$ cat src/rtl/tbfc_pkg.sv
`timescale 1ns / 1ps

package tbfc_pkg;

  // default sizing
  localparam int RING_DEPTH_DEF  = 16;
  localparam int SAMPLE_BITS_DEF = 16;

  // register field widths
  localparam int TAPS_W      = 5;
  localparam int DELAY_W     = 4;
  localparam int COEF_W      = 18;
  localparam int COEF_FRAC   = 15;
  localparam int CFG_INDEX_W = 4;
  localparam int CFG_DATA_W  = 18;

  // longest tap run per band
  localparam logic [TAPS_W-1:0] MAX_TAPS = TAPS_W'(16);

  // register reset values
  localparam logic [TAPS_W-1:0]         LOW_TAPS_RST   = TAPS_W'(10);
  localparam logic [TAPS_W-1:0]         MID_TAPS_RST   = TAPS_W'(5);
  localparam logic [TAPS_W-1:0]         HIGH_TAPS_RST  = TAPS_W'(1);
  localparam logic [DELAY_W-1:0]        MID_DELAY_RST  = DELAY_W'(3);
  localparam logic [DELAY_W-1:0]        HIGH_DELAY_RST = DELAY_W'(5);
  localparam logic signed [COEF_W-1:0]  LOW_COEF_RST   = COEF_W'(3277);
  localparam logic signed [COEF_W-1:0]  MID_COEF_RST   = COEF_W'(6554);
  localparam logic signed [COEF_W-1:0]  HIGH_COEF_RST  = COEF_W'(32768);

  typedef enum logic [CFG_INDEX_W-1:0] {
    REG_LOW_TAPS   = 4'd0,
    REG_MID_TAPS   = 4'd1,
    REG_HIGH_TAPS  = 4'd2,
    REG_MID_DELAY  = 4'd3,
    REG_HIGH_DELAY = 4'd4,
    REG_LOW_COEF   = 4'd5,
    REG_MID_COEF   = 4'd6,
    REG_HIGH_COEF  = 4'd7
  } cfg_reg_t;

  typedef enum logic [1:0] {
    BAND_LOW  = 2'd0,
    BAND_MID  = 2'd1,
    BAND_HIGH = 2'd2
  } band_t;

  typedef enum logic [1:0] {
    S_IDLE  = 2'd0,
    S_SETUP = 2'd1,
    S_TAPS  = 2'd2,
    S_OUT   = 2'd3
  } seq_state_t;

  typedef struct packed {
    logic rd_en;
    logic acc_clear;
    logic res_we;
    logic out_load;
  } seq_ctl_t;

endpackage

$ cat src/rtl/tbfc_ring.sv
`timescale 1ns / 1ps

module tbfc_ring #(
  parameter int DEPTH = tbfc_pkg::RING_DEPTH_DEF,
  parameter int DW    = tbfc_pkg::SAMPLE_BITS_DEF
) (
  input  logic                       clk,
  input  logic                       rst,
  input  logic                       wr_en,
  input  logic [$clog2(DEPTH)-1:0]   wr_addr,
  input  logic signed [DW-1:0]       wr_data,
  input  logic                       rd_en,
  input  logic [$clog2(DEPTH)-1:0]   rd_addr,
  output logic                       rd_vld,
  output logic signed [DW-1:0]       rd_data
);
  import tbfc_pkg::*;

  logic signed [DW-1:0] mem [DEPTH];
  logic [DEPTH-1:0]     written;
  logic signed [DW-1:0] rd_q;
  logic                 rd_ok;

  // sample store, one write and one registered read per cycle
  always_ff @(posedge clk) begin
    if (wr_en) begin
      mem[wr_addr] <= wr_data;
    end
    if (rd_en) begin
      rd_q <= mem[rd_addr];
    end
  end

  // entries never written since reset read as zero
  always_ff @(posedge clk) begin
    if (rst) begin
      written <= '0;
      rd_vld  <= 1'b0;
      rd_ok   <= 1'b0;
    end else begin
      rd_vld <= rd_en;
      if (rd_en) begin
        rd_ok <= written[rd_addr];
      end
      if (wr_en) begin
        written[wr_addr] <= 1'b1;
      end
    end
  end

  assign rd_data = rd_ok ? rd_q : '0;

endmodule

$ cat src/rtl/tbfc_mac.sv
`timescale 1ns / 1ps

module tbfc_mac #(
  parameter int DW = tbfc_pkg::SAMPLE_BITS_DEF
) (
  input  logic                               clk,
  input  logic                               rst,
  input  logic                               acc_clear,
  input  logic signed [tbfc_pkg::COEF_W-1:0] coef,
  input  logic                               rd_vld,
  input  logic signed [DW-1:0]               rd_data,
  output logic                               busy,
  output logic signed [DW-1:0]               result
);
  import tbfc_pkg::*;

  localparam int PROD_W = DW + COEF_W;
  localparam int ACC_W  = PROD_W + 5;

  localparam logic signed [ACC_W-1:0] ROUND_HALF =
    {{(ACC_W-COEF_FRAC){1'b0}}, 1'b1, {(COEF_FRAC-1){1'b0}}};
  localparam logic signed [ACC_W-1:0] SAT_HI = {{(ACC_W-DW+1){1'b0}}, {(DW-1){1'b1}}};
  localparam logic signed [ACC_W-1:0] SAT_LO = {{(ACC_W-DW+1){1'b1}}, {(DW-1){1'b0}}};

  logic signed [PROD_W-1:0] prod;
  logic                     prod_vld;
  logic signed [ACC_W-1:0]  acc;
  logic signed [ACC_W-1:0]  rounded;
  logic signed [ACC_W-1:0]  scaled;

  always_ff @(posedge clk) begin
    if (rst) begin
      prod_vld <= 1'b0;
    end else begin
      prod_vld <= rd_vld;
    end
  end

  // product register, then accumulate
  always_ff @(posedge clk) begin
    prod <= rd_data * coef;
    if (acc_clear) begin
      acc <= '0;
    end else if (prod_vld) begin
      acc <= acc + ACC_W'(prod);
    end
  end

  // round half up, drop fraction, saturate
  always_comb begin
    rounded = acc + ROUND_HALF;
    scaled  = rounded >>> COEF_FRAC;
    if (scaled > SAT_HI) begin
      result = SAT_HI[DW-1:0];
    end else if (scaled < SAT_LO) begin
      result = SAT_LO[DW-1:0];
    end else begin
      result = scaled[DW-1:0];
    end
  end

  assign busy = rd_vld | prod_vld;

endmodule

$ cat src/rtl/tbfc_seq.sv
`timescale 1ns / 1ps

module tbfc_seq #(
  parameter int DEPTH = tbfc_pkg::RING_DEPTH_DEF
) (
  input  logic                                clk,
  input  logic                                rst,
  input  logic                                in_valid,
  input  logic                                out_valid,
  input  logic                                out_stall,
  input  logic [tbfc_pkg::TAPS_W-1:0]         low_taps,
  input  logic [tbfc_pkg::TAPS_W-1:0]         mid_taps,
  input  logic [tbfc_pkg::TAPS_W-1:0]         high_taps,
  input  logic [tbfc_pkg::DELAY_W-1:0]        mid_delay,
  input  logic [tbfc_pkg::DELAY_W-1:0]        high_delay,
  input  logic                                mac_busy,
  output logic                                in_stall,
  output logic [$clog2(DEPTH)-1:0]            wr_addr,
  output logic [$clog2(DEPTH)-1:0]            rd_addr,
  output tbfc_pkg::band_t                     band,
  output tbfc_pkg::seq_ctl_t                  ctl
);
  import tbfc_pkg::*;

  localparam int IDX_W   = $clog2(DEPTH);
  localparam int DELAY_N = 1 << DELAY_W;

  seq_state_t         state, state_next;
  band_t              band_next;
  logic [IDX_W-1:0]   wp, wp_next;
  logic [IDX_W-1:0]   cur, cur_next;
  logic [IDX_W-1:0]   idx, idx_next;
  logic [TAPS_W-1:0]  remain, remain_next;
  logic [IDX_W-1:0]   dmod_tab [DELAY_N];
  logic [DELAY_W-1:0] delay_sel;
  logic [TAPS_W-1:0]  taps_sel;
  logic [TAPS_W-1:0]  taps_clamped;
  logic [IDX_W-1:0]   dmod;
  logic [IDX_W-1:0]   start_idx;
  logic [IDX_W:0]     start_wrap;
  logic               accept;
  logic               band_done;

  // delay modulo depth, worked out at elaboration
  for (genvar g = 0; g < DELAY_N; g++) begin : g_dmod
    assign dmod_tab[g] = IDX_W'(g % DEPTH);
  end

  always_comb begin
    case (band)
      BAND_LOW: begin
        taps_sel  = low_taps;
        delay_sel = '0;
      end
      BAND_MID: begin
        taps_sel  = mid_taps;
        delay_sel = mid_delay;
      end
      BAND_HIGH: begin
        taps_sel  = high_taps;
        delay_sel = high_delay;
      end
      default: begin
        taps_sel  = '0;
        delay_sel = '0;
      end
    endcase
    taps_clamped = (taps_sel > MAX_TAPS) ? MAX_TAPS : taps_sel;
    dmod         = dmod_tab[delay_sel];
    start_wrap   = {1'b0, cur} + (IDX_W+1)'(DEPTH) - {1'b0, dmod};
    start_idx    = (cur >= dmod) ? (cur - dmod) : start_wrap[IDX_W-1:0];
  end

  assign accept    = in_valid && (state == S_IDLE);
  assign band_done = (state == S_TAPS) && (remain == '0) && !mac_busy;

  always_ff @(posedge clk) begin
    if (rst) begin
      state  <= S_IDLE;
      band   <= BAND_LOW;
      wp     <= '0;
      cur    <= '0;
      idx    <= '0;
      remain <= '0;
    end else begin
      state  <= state_next;
      band   <= band_next;
      wp     <= wp_next;
      cur    <= cur_next;
      idx    <= idx_next;
      remain <= remain_next;
    end
  end

  always_comb begin
    state_next    = state;
    band_next     = band;
    wp_next       = wp;
    cur_next      = cur;
    idx_next      = idx;
    remain_next   = remain;
    ctl.rd_en     = 1'b0;
    ctl.acc_clear = 1'b0;
    ctl.res_we    = 1'b0;
    ctl.out_load  = 1'b0;
    case (state)
      S_IDLE: begin
        if (accept) begin
          cur_next   = wp;
          wp_next    = (wp == IDX_W'(DEPTH-1)) ? '0 : wp + 1'b1;
          band_next  = BAND_LOW;
          state_next = S_SETUP;
        end
      end
      S_SETUP: begin
        ctl.acc_clear = 1'b1;
        idx_next      = start_idx;
        remain_next   = taps_clamped;
        state_next    = S_TAPS;
      end
      S_TAPS: begin
        if (remain != '0) begin
          ctl.rd_en   = 1'b1;
          idx_next    = (idx == '0) ? IDX_W'(DEPTH-1) : idx - 1'b1;
          remain_next = remain - 1'b1;
        end else if (band_done) begin
          ctl.res_we = 1'b1;
          case (band)
            BAND_LOW: begin
              band_next  = BAND_MID;
              state_next = S_SETUP;
            end
            BAND_MID: begin
              band_next  = BAND_HIGH;
              state_next = S_SETUP;
            end
            default: begin
              state_next = S_OUT;
            end
          endcase
        end
      end
      S_OUT: begin
        if (!out_valid || !out_stall) begin
          ctl.out_load = 1'b1;
          state_next   = S_IDLE;
        end
      end
      default: begin
        state_next = S_IDLE;
      end
    endcase
  end

  assign in_stall = (state != S_IDLE);
  assign wr_addr  = wp;
  assign rd_addr  = idx;

  a_accept_starts: assert property (@(posedge clk) disable iff (rst)
    accept |=> (state == S_SETUP) && (band == BAND_LOW))
    else $error("accepted transaction did not start the low band");

  a_high_ends_item: assert property (@(posedge clk) disable iff (rst)
    (band_done && (band == BAND_HIGH)) |=> (state == S_OUT))
    else $error("high band finished without moving to output");

  a_load_sets_valid: assert property (@(posedge clk) disable iff (rst)
    ctl.out_load |=> out_valid)
    else $error("result load did not raise output valid");

  a_remain_bounded: assert property (@(posedge clk) disable iff (rst)
    remain <= MAX_TAPS)
    else $error("tap counter beyond longest run");

endmodule

$ cat src/rtl/three_band_fir_crossover.sv
// Three-band FIR crossover. Each input transaction writes one signed sample into a
// circular store of RING_DEPTH entries, then the low, mid and high bands each sum
// their tap count of stored samples, newest first, starting at the band's delay
// behind the new sample (the low band starts at the new sample itself), every tap
// scaled by the band's single Q3.15 coefficient. Sums are kept exact, rounded half
// up and saturated to SAMPLE_BITS. One result transaction carries all three bands.
// The store is a single-port-read memory walked by one shared multiply-accumulate
// unit, so the low, mid and high bands are worked one after another, each reading
// the band's clamped tap count of samples. The next input is taken once the
// previous result is in the output register, even if that result is still
// stalled. Store entries never written since reset read as zero, so no clearing
// pass is needed after reset. Tap counts above 16 act as 16, delays wrap modulo
// the store depth, and writes to register indexes beyond the list are ignored.
// Registers may be written only while no transaction is in flight.
`timescale 1ns / 1ps

module three_band_fir_crossover #(
  parameter int RING_DEPTH  = tbfc_pkg::RING_DEPTH_DEF,
  parameter int SAMPLE_BITS = tbfc_pkg::SAMPLE_BITS_DEF
) (
  input  logic                                 clk,
  input  logic                                 rst,
  // configuration write channel
  input  logic                                 cfg_valid,
  output logic                                 cfg_ready,
  input  logic [tbfc_pkg::CFG_INDEX_W-1:0]     cfg_index,
  input  logic [tbfc_pkg::CFG_DATA_W-1:0]      cfg_data,
  // sample input
  input  logic                                 in_valid,
  output logic                                 in_stall,
  input  logic signed [SAMPLE_BITS-1:0]        in_sample,
  // band outputs
  output logic                                 out_valid,
  input  logic                                 out_stall,
  output logic signed [SAMPLE_BITS-1:0]        low_out,
  output logic signed [SAMPLE_BITS-1:0]        mid_out,
  output logic signed [SAMPLE_BITS-1:0]        high_out
);
  import tbfc_pkg::*;

  localparam int IDX_W = $clog2(RING_DEPTH);

  // configuration registers
  logic [TAPS_W-1:0]         low_taps, mid_taps, high_taps;
  logic [DELAY_W-1:0]        mid_delay, high_delay;
  logic signed [COEF_W-1:0]  low_coef, mid_coef, high_coef;

  // sequencer to datapath
  seq_ctl_t                  ctl;
  band_t                     band;
  logic [IDX_W-1:0]          wr_addr;
  logic [IDX_W-1:0]          rd_addr;
  logic                      accept;

  // store read side and the mac
  logic                      rd_vld;
  logic signed [SAMPLE_BITS-1:0] rd_data;
  logic signed [COEF_W-1:0]  coef_sel;
  logic                      mac_busy;
  logic signed [SAMPLE_BITS-1:0] band_result;

  // per-band results, held until the output register is free
  logic signed [SAMPLE_BITS-1:0] low_res, mid_res, high_res;

  assign cfg_ready = 1'b1;
  assign accept    = in_valid && !in_stall;

  // register writes, only the low bits of each field are kept
  always_ff @(posedge clk) begin
    if (rst) begin
      low_taps   <= LOW_TAPS_RST;
      mid_taps   <= MID_TAPS_RST;
      high_taps  <= HIGH_TAPS_RST;
      mid_delay  <= MID_DELAY_RST;
      high_delay <= HIGH_DELAY_RST;
      low_coef   <= LOW_COEF_RST;
      mid_coef   <= MID_COEF_RST;
      high_coef  <= HIGH_COEF_RST;
    end else if (cfg_valid && cfg_ready) begin
      case (cfg_reg_t'(cfg_index))
        REG_LOW_TAPS:   low_taps   <= cfg_data[TAPS_W-1:0];
        REG_MID_TAPS:   mid_taps   <= cfg_data[TAPS_W-1:0];
        REG_HIGH_TAPS:  high_taps  <= cfg_data[TAPS_W-1:0];
        REG_MID_DELAY:  mid_delay  <= cfg_data[DELAY_W-1:0];
        REG_HIGH_DELAY: high_delay <= cfg_data[DELAY_W-1:0];
        REG_LOW_COEF:   low_coef   <= cfg_data[COEF_W-1:0];
        REG_MID_COEF:   mid_coef   <= cfg_data[COEF_W-1:0];
        REG_HIGH_COEF:  high_coef  <= cfg_data[COEF_W-1:0];
        default: begin
        end
      endcase
    end
  end

  // coefficient follows the band being walked, stable for the whole run
  always_comb begin
    case (band)
      BAND_LOW:  coef_sel = low_coef;
      BAND_MID:  coef_sel = mid_coef;
      BAND_HIGH: coef_sel = high_coef;
      default:   coef_sel = '0;
    endcase
  end

  tbfc_seq #(
    .DEPTH (RING_DEPTH)
  ) u_seq (
    .clk        (clk),
    .rst        (rst),
    .in_valid   (in_valid),
    .out_valid  (out_valid),
    .out_stall  (out_stall),
    .low_taps   (low_taps),
    .mid_taps   (mid_taps),
    .high_taps  (high_taps),
    .mid_delay  (mid_delay),
    .high_delay (high_delay),
    .mac_busy   (mac_busy),
    .in_stall   (in_stall),
    .wr_addr    (wr_addr),
    .rd_addr    (rd_addr),
    .band       (band),
    .ctl        (ctl)
  );

  // new sample goes in on the accepting edge, reads are issued after the setup state
  tbfc_ring #(
    .DEPTH (RING_DEPTH),
    .DW    (SAMPLE_BITS)
  ) u_ring (
    .clk     (clk),
    .rst     (rst),
    .wr_en   (accept),
    .wr_addr (wr_addr),
    .wr_data (in_sample),
    .rd_en   (ctl.rd_en),
    .rd_addr (rd_addr),
    .rd_vld  (rd_vld),
    .rd_data (rd_data)
  );

  tbfc_mac #(
    .DW (SAMPLE_BITS)
  ) u_mac (
    .clk       (clk),
    .rst       (rst),
    .acc_clear (ctl.acc_clear),
    .coef      (coef_sel),
    .rd_vld    (rd_vld),
    .rd_data   (rd_data),
    .busy      (mac_busy),
    .result    (band_result)
  );

  // capture each band as its run drains
  always_ff @(posedge clk) begin
    if (ctl.res_we) begin
      case (band)
        BAND_LOW:  low_res  <= band_result;
        BAND_MID:  mid_res  <= band_result;
        BAND_HIGH: high_res <= band_result;
        default: begin
        end
      endcase
    end
  end

  // output register, parts the two handshakes
  always_ff @(posedge clk) begin
    if (ctl.out_load) begin
      low_out  <= low_res;
      mid_out  <= mid_res;
      high_out <= high_res;
    end
  end

  always_ff @(posedge clk) begin
    if (rst) begin
      out_valid <= 1'b0;
    end else if (ctl.out_load) begin
      out_valid <= 1'b1;
    end else if (!out_stall) begin
      out_valid <= 1'b0;
    end
  end

endmodule

$ cat config.mk
export PLATFORM = sky130hd
export DESIGN_NAME = three_band_fir_crossover
export DESIGN_NICKNAME = d
export VERILOG_FILES = /design/src/rtl/tbfc_pkg.sv /design/src/rtl/tbfc_ring.sv /design/src/rtl/tbfc_mac.sv /design/src/rtl/tbfc_seq.sv /design/src/rtl/three_band_fir_crossover.sv
export SDC_FILE = /design/constraint.sdc
export NUM_CORES = 2
export LEC_CHECK = 0
export BUFFER_PORTS_ARGS = -buffer_cell sky130_fd_sc_hd__buf_2
export CORE_ASPECT_RATIO = 0.5
export CORE_UTILIZATION = 64
export CTS_CLUSTER_SIZE = 14
export DETAILED_ROUTE_END_ITERATION = 6
export MAX_ROUTING_LAYER = met4
export PLACE_DENSITY = 0.88
export SETUP_SLACK_MARGIN = 0.15
export SLEW_MARGIN = 20
export SYNTH_ARGS = -nofsm -noshare
export SYNTH_HDL_FRONTEND = slang
export SYNTH_SLANG_ARGS = --single-unit
$ cat constraint.sdc
create_clock -name clk -period 9.5 [get_ports clk]
set_clock_uncertainty 0.2 [all_clocks]
set_input_delay 0 -clock clk [delete_from_list [all_inputs] [get_ports clk]]
set_output_delay 0 -clock clk [all_outputs]
set_load 0.02 [all_outputs]
Word level (Yosys, flattened, before mapping) --
Memories as Yosys holds them, arrays and structs flattened. A register that Yosys moved wholly into a read port is not among the register bits. Cells that the tools add are included.
Cells by class: multiplexer cells 43, bitwise logic cells 3, multiply operators 1, order comparisons 8, equality and inequality tests 20, reductions and logical operators 35, $add $sub $neg 8
Operator list (count):
- 18-bit case mux with 3 select lines | 1
- 16-bit 2-to-1 mux | 3
- 39-bit by 16-bit adder with 39-bit output, second input constant | 1
- 39-bit by 34-bit adder with 39-bit output | 1
- 16-bit by 18-bit multiplier with 34-bit output | 1
- 2-bit AND reduction | 13
- 24-bit by 16-bit > comparator with 1-bit output, second input constant | 1
- 24-bit by 16-bit < comparator with 1-bit output, second input constant | 1
- 4-bit 2-to-1 mux | 6
- 4-bit by 3-bit equality test with 1-bit output, second input constant | 4
- 2-bit 2-to-1 mux | 8
- 16-bit bitwise OR | 1
- 4-bit case mux with 2 select lines | 2
- 5-bit case mux with 3 select lines | 1
- 1-bit 2-to-1 mux | 14
- 4-bit by 5-bit < comparator with 1-bit output, second input constant | 2
- 5-bit 2-to-1 mux | 2
- 5-bit case mux with 2 select lines | 1
- 4-bit by 1-bit adder with 4-bit output, second input constant | 2
- 4-bit by 2-bit equality test with 1-bit output, second input constant | 2
- 4-bit logical NOT | 2
- 2-bit by 1-bit inequality test with 1-bit output, second input constant | 4
- 2-bit case mux with 2 select lines | 2
- 2-bit case mux with 4 select lines | 1
- other kinds (27) | 42
Word-level totals: output and inout bits 51, memory bits (read-only) 64, bits of input ports 43, RAM bits 256, flip-flop bits (word level) 287, memories kept 2, logic and storage cells 147
Memory list:
- u_ring.mem | depth 16, width 16, rd ports 1, clocked after memory_dff 1, wr ports 1, RTL line tbfc_ring.sv:19 | logic signed [DW-1:0] mem [DEPTH];
- (name not given) | depth 16, width 4, rd ports 1, clocked after memory_dff 0, wr ports 0, RTL line tbfc_seq.sv:69 | dmod = dmod_tab[delay_sel];

Longest topological paths before layout --
depth in word-level cells 9, gate-level depth with buffers 30, depth with buffers taken out 27

By module --
Synthesis repeated with hierarchy kept, for this count alone.
Unflattened totals: cell total of the unflattened synthesis 2940, area total of the unflattened synthesis 34684.5 µm²
Modules (own cells, without submodules):
- tbfc_mac | times used 1, sequential area each 1481.4 µm², area an instance 15838.9 µm², cells each 1817
- tbfc_ring | times used 1, sequential area each 8528.2 µm², area an instance 10989.3 µm², cells each 481
- three_band_fir_crossover | times used 1, sequential area each 4444.3 µm², area an instance 6414.9 µm², cells each 461
- tbfc_seq | times used 1, sequential area each 420.4 µm², area an instance 1441.4 µm², cells each 181

Least setup slack after synthesis --
OpenSTA, ideal clock, no wires.
path type register to register, start point register u_seq.band[0], end point register u_mac.prod[25], data required time 9.228 ns, stages on the path, launching flop included 27, setup slack 2.346 ns, setup time 0.072 ns, buffers on the path 2, arrival time 6.882 ns, clock period less this slack 7.154 ns, path through dfxtp_1 inv_1 ha_1 clkbuf_1 clkbuf_1 nand2_1 a31oi_1 nand2_1 fa_1 fa_1 fa_1 fa_1 inv_1 fa_1 inv_1 fa_1 inv_1 ha_1 a21o_1 a21oi_1 o211ai_1 a2111oi_2 a21oi_1 a21oi_1 nor2b_1 o41ai_1 xnor2_1
Between the ends: cells in the longest elaborated chain, start to end 3, elaborated cells on any way between the ends 5, classes of those cells 1 x mul; 2 x eq/ne; 1 x mux; 1 x reduce/logical
Ends and longest elaborated chain:
- from (decl) | RTL line tbfc_seq.sv:20 | output tbfc_pkg::band_t band,
- from (signal assigned) | RTL line tbfc_seq.sv:87 | band <= band_next;
- 2-bit equality test, or another cell as far along | RTL line three_band_fir_crossover.sv:97 | case (band)
- 18-bit case mux with 3 select lines * | RTL line three_band_fir_crossover.sv:97
- 16-bit by 18-bit multiplier with 34-bit output * | RTL line tbfc_mac.sv:41 | prod <= rd_data * coef;
- to (signal assigned) | RTL line tbfc_mac.sv:41
- to (decl) | RTL line tbfc_mac.sv:25 | logic signed [PROD_W-1:0] prod;
Mark *: on every way between the ends. The rest lies on a longest branch, timed or not. A chain may end at the register's enable or synchronous reset.

Final worst setup path --
start point register u_seq.band[1], end point register u_mac.prod[31]
Same word-level chain as after synthesis.

==> impl_metrics.toml <==
[outcome]
status = "complete, no violations"

[setup_path]
crit_start = "u_seq.band[1]$_SDFFE_PP0P_"
cp_max_fo = 25
cp_slowest_cell = "a31oi_1"
cp.depth = 24
end_kind = "flip-flop"
cp_data_arrival_time_ps = 8860
cp-start-kind = "flip-flop"
max_stage_delay_ps = 1000
reg2reg_setup_slack_ps = 980
cp-endpoint = "u_mac.prod[31]$_DFF_P_"
crit_chain = "inv_1, ha_1, nand2_1, a31oi_1, nand2_1, fa_1, fa_1, fa_1, fa_1, inv_1, fa_1, inv_1, fa_1, inv_1, ha_1, a21o_1, a21oi_1, o211ai_1, a2111oi_2, a211oi_1, and3b_1, o31ai_1, a21oi_1, xnor2_1"
cp_top_family = "adder cells"
worstRegToRegCells = 24
critPathRequiredTime_ps = 9830
rr_startpoint = "u_seq.band[1]$_SDFFE_PP0P_"
crit_buf_inv = 4
critPathMostFrequentCell = "fa_1"
criticalPathCategory = "reg -> reg"
r2r_end = "u_mac.prod[31]$_DFF_P_"

[route]
wire_per_inst_microns = 22.24
vias = 23680
drc_errors = 0
via_per_inst = 6.168
drtPass1Iterations = 7
detail-route-antenna-nets = 0
drtIter0Drc = 3042
routed_wl_microns = 85410

[cts]
clk_path_buf_depth = 3
cts_setup_buffers = 0
clkSinkCount = 559
root_buffer = "clkbuf_16"
cts_tree = "built"
cts_inserted_buffers = 49
path_clk_slew_ps = 70
clock_latency_ps = 620
htree_num_levels = 2

[floorplanning]
dieHeight_microns = 164.3
io_pins = 94
die_x_microns = 326.5
num_rows = 59
start_util_pct = 64.85
coreArea_sq_mm = 0.05197
die-area_sq_mm = 0.05364

[place]
pre_cts_ws_ps = 1318
dpl.hpwl_microns = 56920
place_congestion = 1.053
io_buffers = 92
dp.cells = 3675

[logic_synthesis]
syn_area_sq_mm = 0.03370
synth-edff-count = 368
synth_area_leader_cell = "edfxtp_1"
ys_seq_elements = 559
yosys-top-cells-area = "edfxtp_1 (33%), fa_1 (17%), dfxtp_1 (11%), mux4_2 (5.7%), ha_1 (5.2%)"
synthCells = 2960
yosysSeqAreaShare_pct = 44.13
ys_warn_count = 0
yosysTopAreaCellShare_pct = 32.79
synthTopCellsByCount = "inv_1 (389), nand2_1 (372), edfxtp_1 (368)"
yosysMostFrequentCell = "inv_1"
yosys.cell_types.count = 78
avgSynthCellArea_sq_um = 11.39
async_reset_ff_share_pct = 0
synth_flop_cell = "edfxtp_1"
syn_nets = 3434

[pwr]
pwr_density_cell_mw_per_mm2 = 155.5
irDropWorstVdd_uv = 155.3
power.leakage_nw = 15.20

[flow_run]
maxCapViolations = 0

[sta]
fmax_mhz = 117.3
rsz0062_at_grt = "false"
hold_viol = 0
slew_headroom_pct = 20.35
final.setup.worst_slack_ps = 975.2
tightest_slew_ps = 1189
fin_crit_ps = 8525
holdWs_ps = 18.66
tns_ps = 0
fin_crit_sh_pct = 89.73
drv_slew = 0
setup_viol = 0

[global_routing]
grt_pass1_wl_microns = 134400
grt_pass1_vias = 24350
grt_max_degree = 119
grt_usage_pct = 33.78
gr-total-overflow = 0
antenna_found_initial = 3

[final_layout]
area_growth_pct = 10.35
fill_cells = 3385
stdcell_count = 3840
final_util_pct = 71.56
nNetsFinal = 3570
drive_gt1_share_pct = 10.87

[hold_path]
min_path_type = "in -> reg"
hold_start = "cfg_data[17]"
-- how the worst min path moves through the flow --
stage | cells past startpoint | endpoint | slack [ps]
6_report | 4 | mid_coef[17]$_SDFFE_PP0P_ | 20
5_1_grt | 4 | mid_coef[10]$_SDFFE_PP0P_ | 50
4_1_cts | 4 | high_coef[5]$_SDFFE_PP0P_ | 4
3_5_place_dp | 3 | mid_coef[7]$_SDFFE_PP1P_ | 50
3_3_place_gp | 3 | low_coef[6]$_SDFFE_PP1P_ | 40
2_1_floorplan | 0 | u_ring.mem[0][0]$_DFFE_PP_ | -100
-- per-stage QoR --
stage / area (sq um) / total power (W)
after floorplan: 33700 / 0.003540
after global placement: 34910 / 0.003758
after detailed placement: 34920 / 0.003820
after CTS: 37160 / 0.005770
after global routing: 37190 / 0.005979
final: 37190 / 0.005782
-- power breakdown --
group	switching, W	internal [W]	total (W)
logic	0.000587	0.000358	0.000945
registers	0.0000962	0.00279	0.00288
clock network	0.000924	0.00103	0.00196
total	0.00161	0.00418	0.00578
-- kinds of logic (layout without fill, tap and decap cells) --
| family | after synthesis | in the layout | share of synthesized area [%] |
|---|---|---|---|
| AOI/OAI and AO/OA | 375 | 375 | 7.469 |
| DFF | 559 | 559 | 44.13 |
| buffers and inverters | 505 | 681 | 5.713 |
| other | 1 | 4 | 0.01113 |
| and+or+nand+nor | 887 | 887 | 11.33 |
| muxes | 118 | 118 | 6.660 |
| xor gates and xnor gates | 84 | 84 | 2.183 |
| adders and majority gates | 431 | 431 | 22.50 |
-- tightest hold or removal path, delay by kind of cell --
family / cells / cell delay (ps)
AOI/OAI and AO/OA: 1 / 50
buffers and inverters: 2 / 670
and+or+nand+nor: 1 / 60
-- flip-flops by register name, indices dropped and copies added, names as in the netlist, 18 cells and up --
signal and cells:
low_coef 18, u_mac.prod 34, u_ring.mem 256, high_coef 18
mid_coef 18, u_mac.acc 39
-- final cells by class --
class | instances | area (sq um) | area share [%]
multi-input cells | 1896 | 16970 | 45.64
flip-flops and latches | 559 | 14880 | 40.01
inverters | 390 | 1464 | 3.936
repair buffers | 200 | 1459 | 3.923
clock buffers | 80 | 1375 | 3.697
well taps | 701 | 877.1 | 2.358
clock inverters | 11 | 155.1 | 0.4172
diodes | 3 | 7.507 | 0.02019
-- layer usage --
metal,part of all wire [%],vias up,track usage [%]
met5,0,-,-
met4,4.9,0,14.12
met3,11,401,8.853
met2,46,1515,54.09
met1,38,11490,41.13
li1,-,10280,-
-- timing repair --
item,CTS,global route
hold buffers,71,0
hold endpoints to repair,417,0
resized for setup,0,0
-- cells in the final DEF, fill, tap and decap left out, drive strengths merged, types with 14 or more instances in the layout --
cell type / n
and2: 17
edfxtp: 368
nand3: 51
mux2i: 33
a21oi: 122
nand3b: 22
a31o: 17
dlygate4sd3: 71
fa: 292
xnor2: 56
clkbuf: 80
ha: 139
nand2: 372
xor2: 28
nor3: 24
o21ai: 67
a21o: 34
a211oi: 23
nor2: 314
and3: 19
buf: 129
mux4: 85
a211o: 14
a31oi: 25
dfxtp: 191
inv: 392
Power figures use the tool's default switching activity.
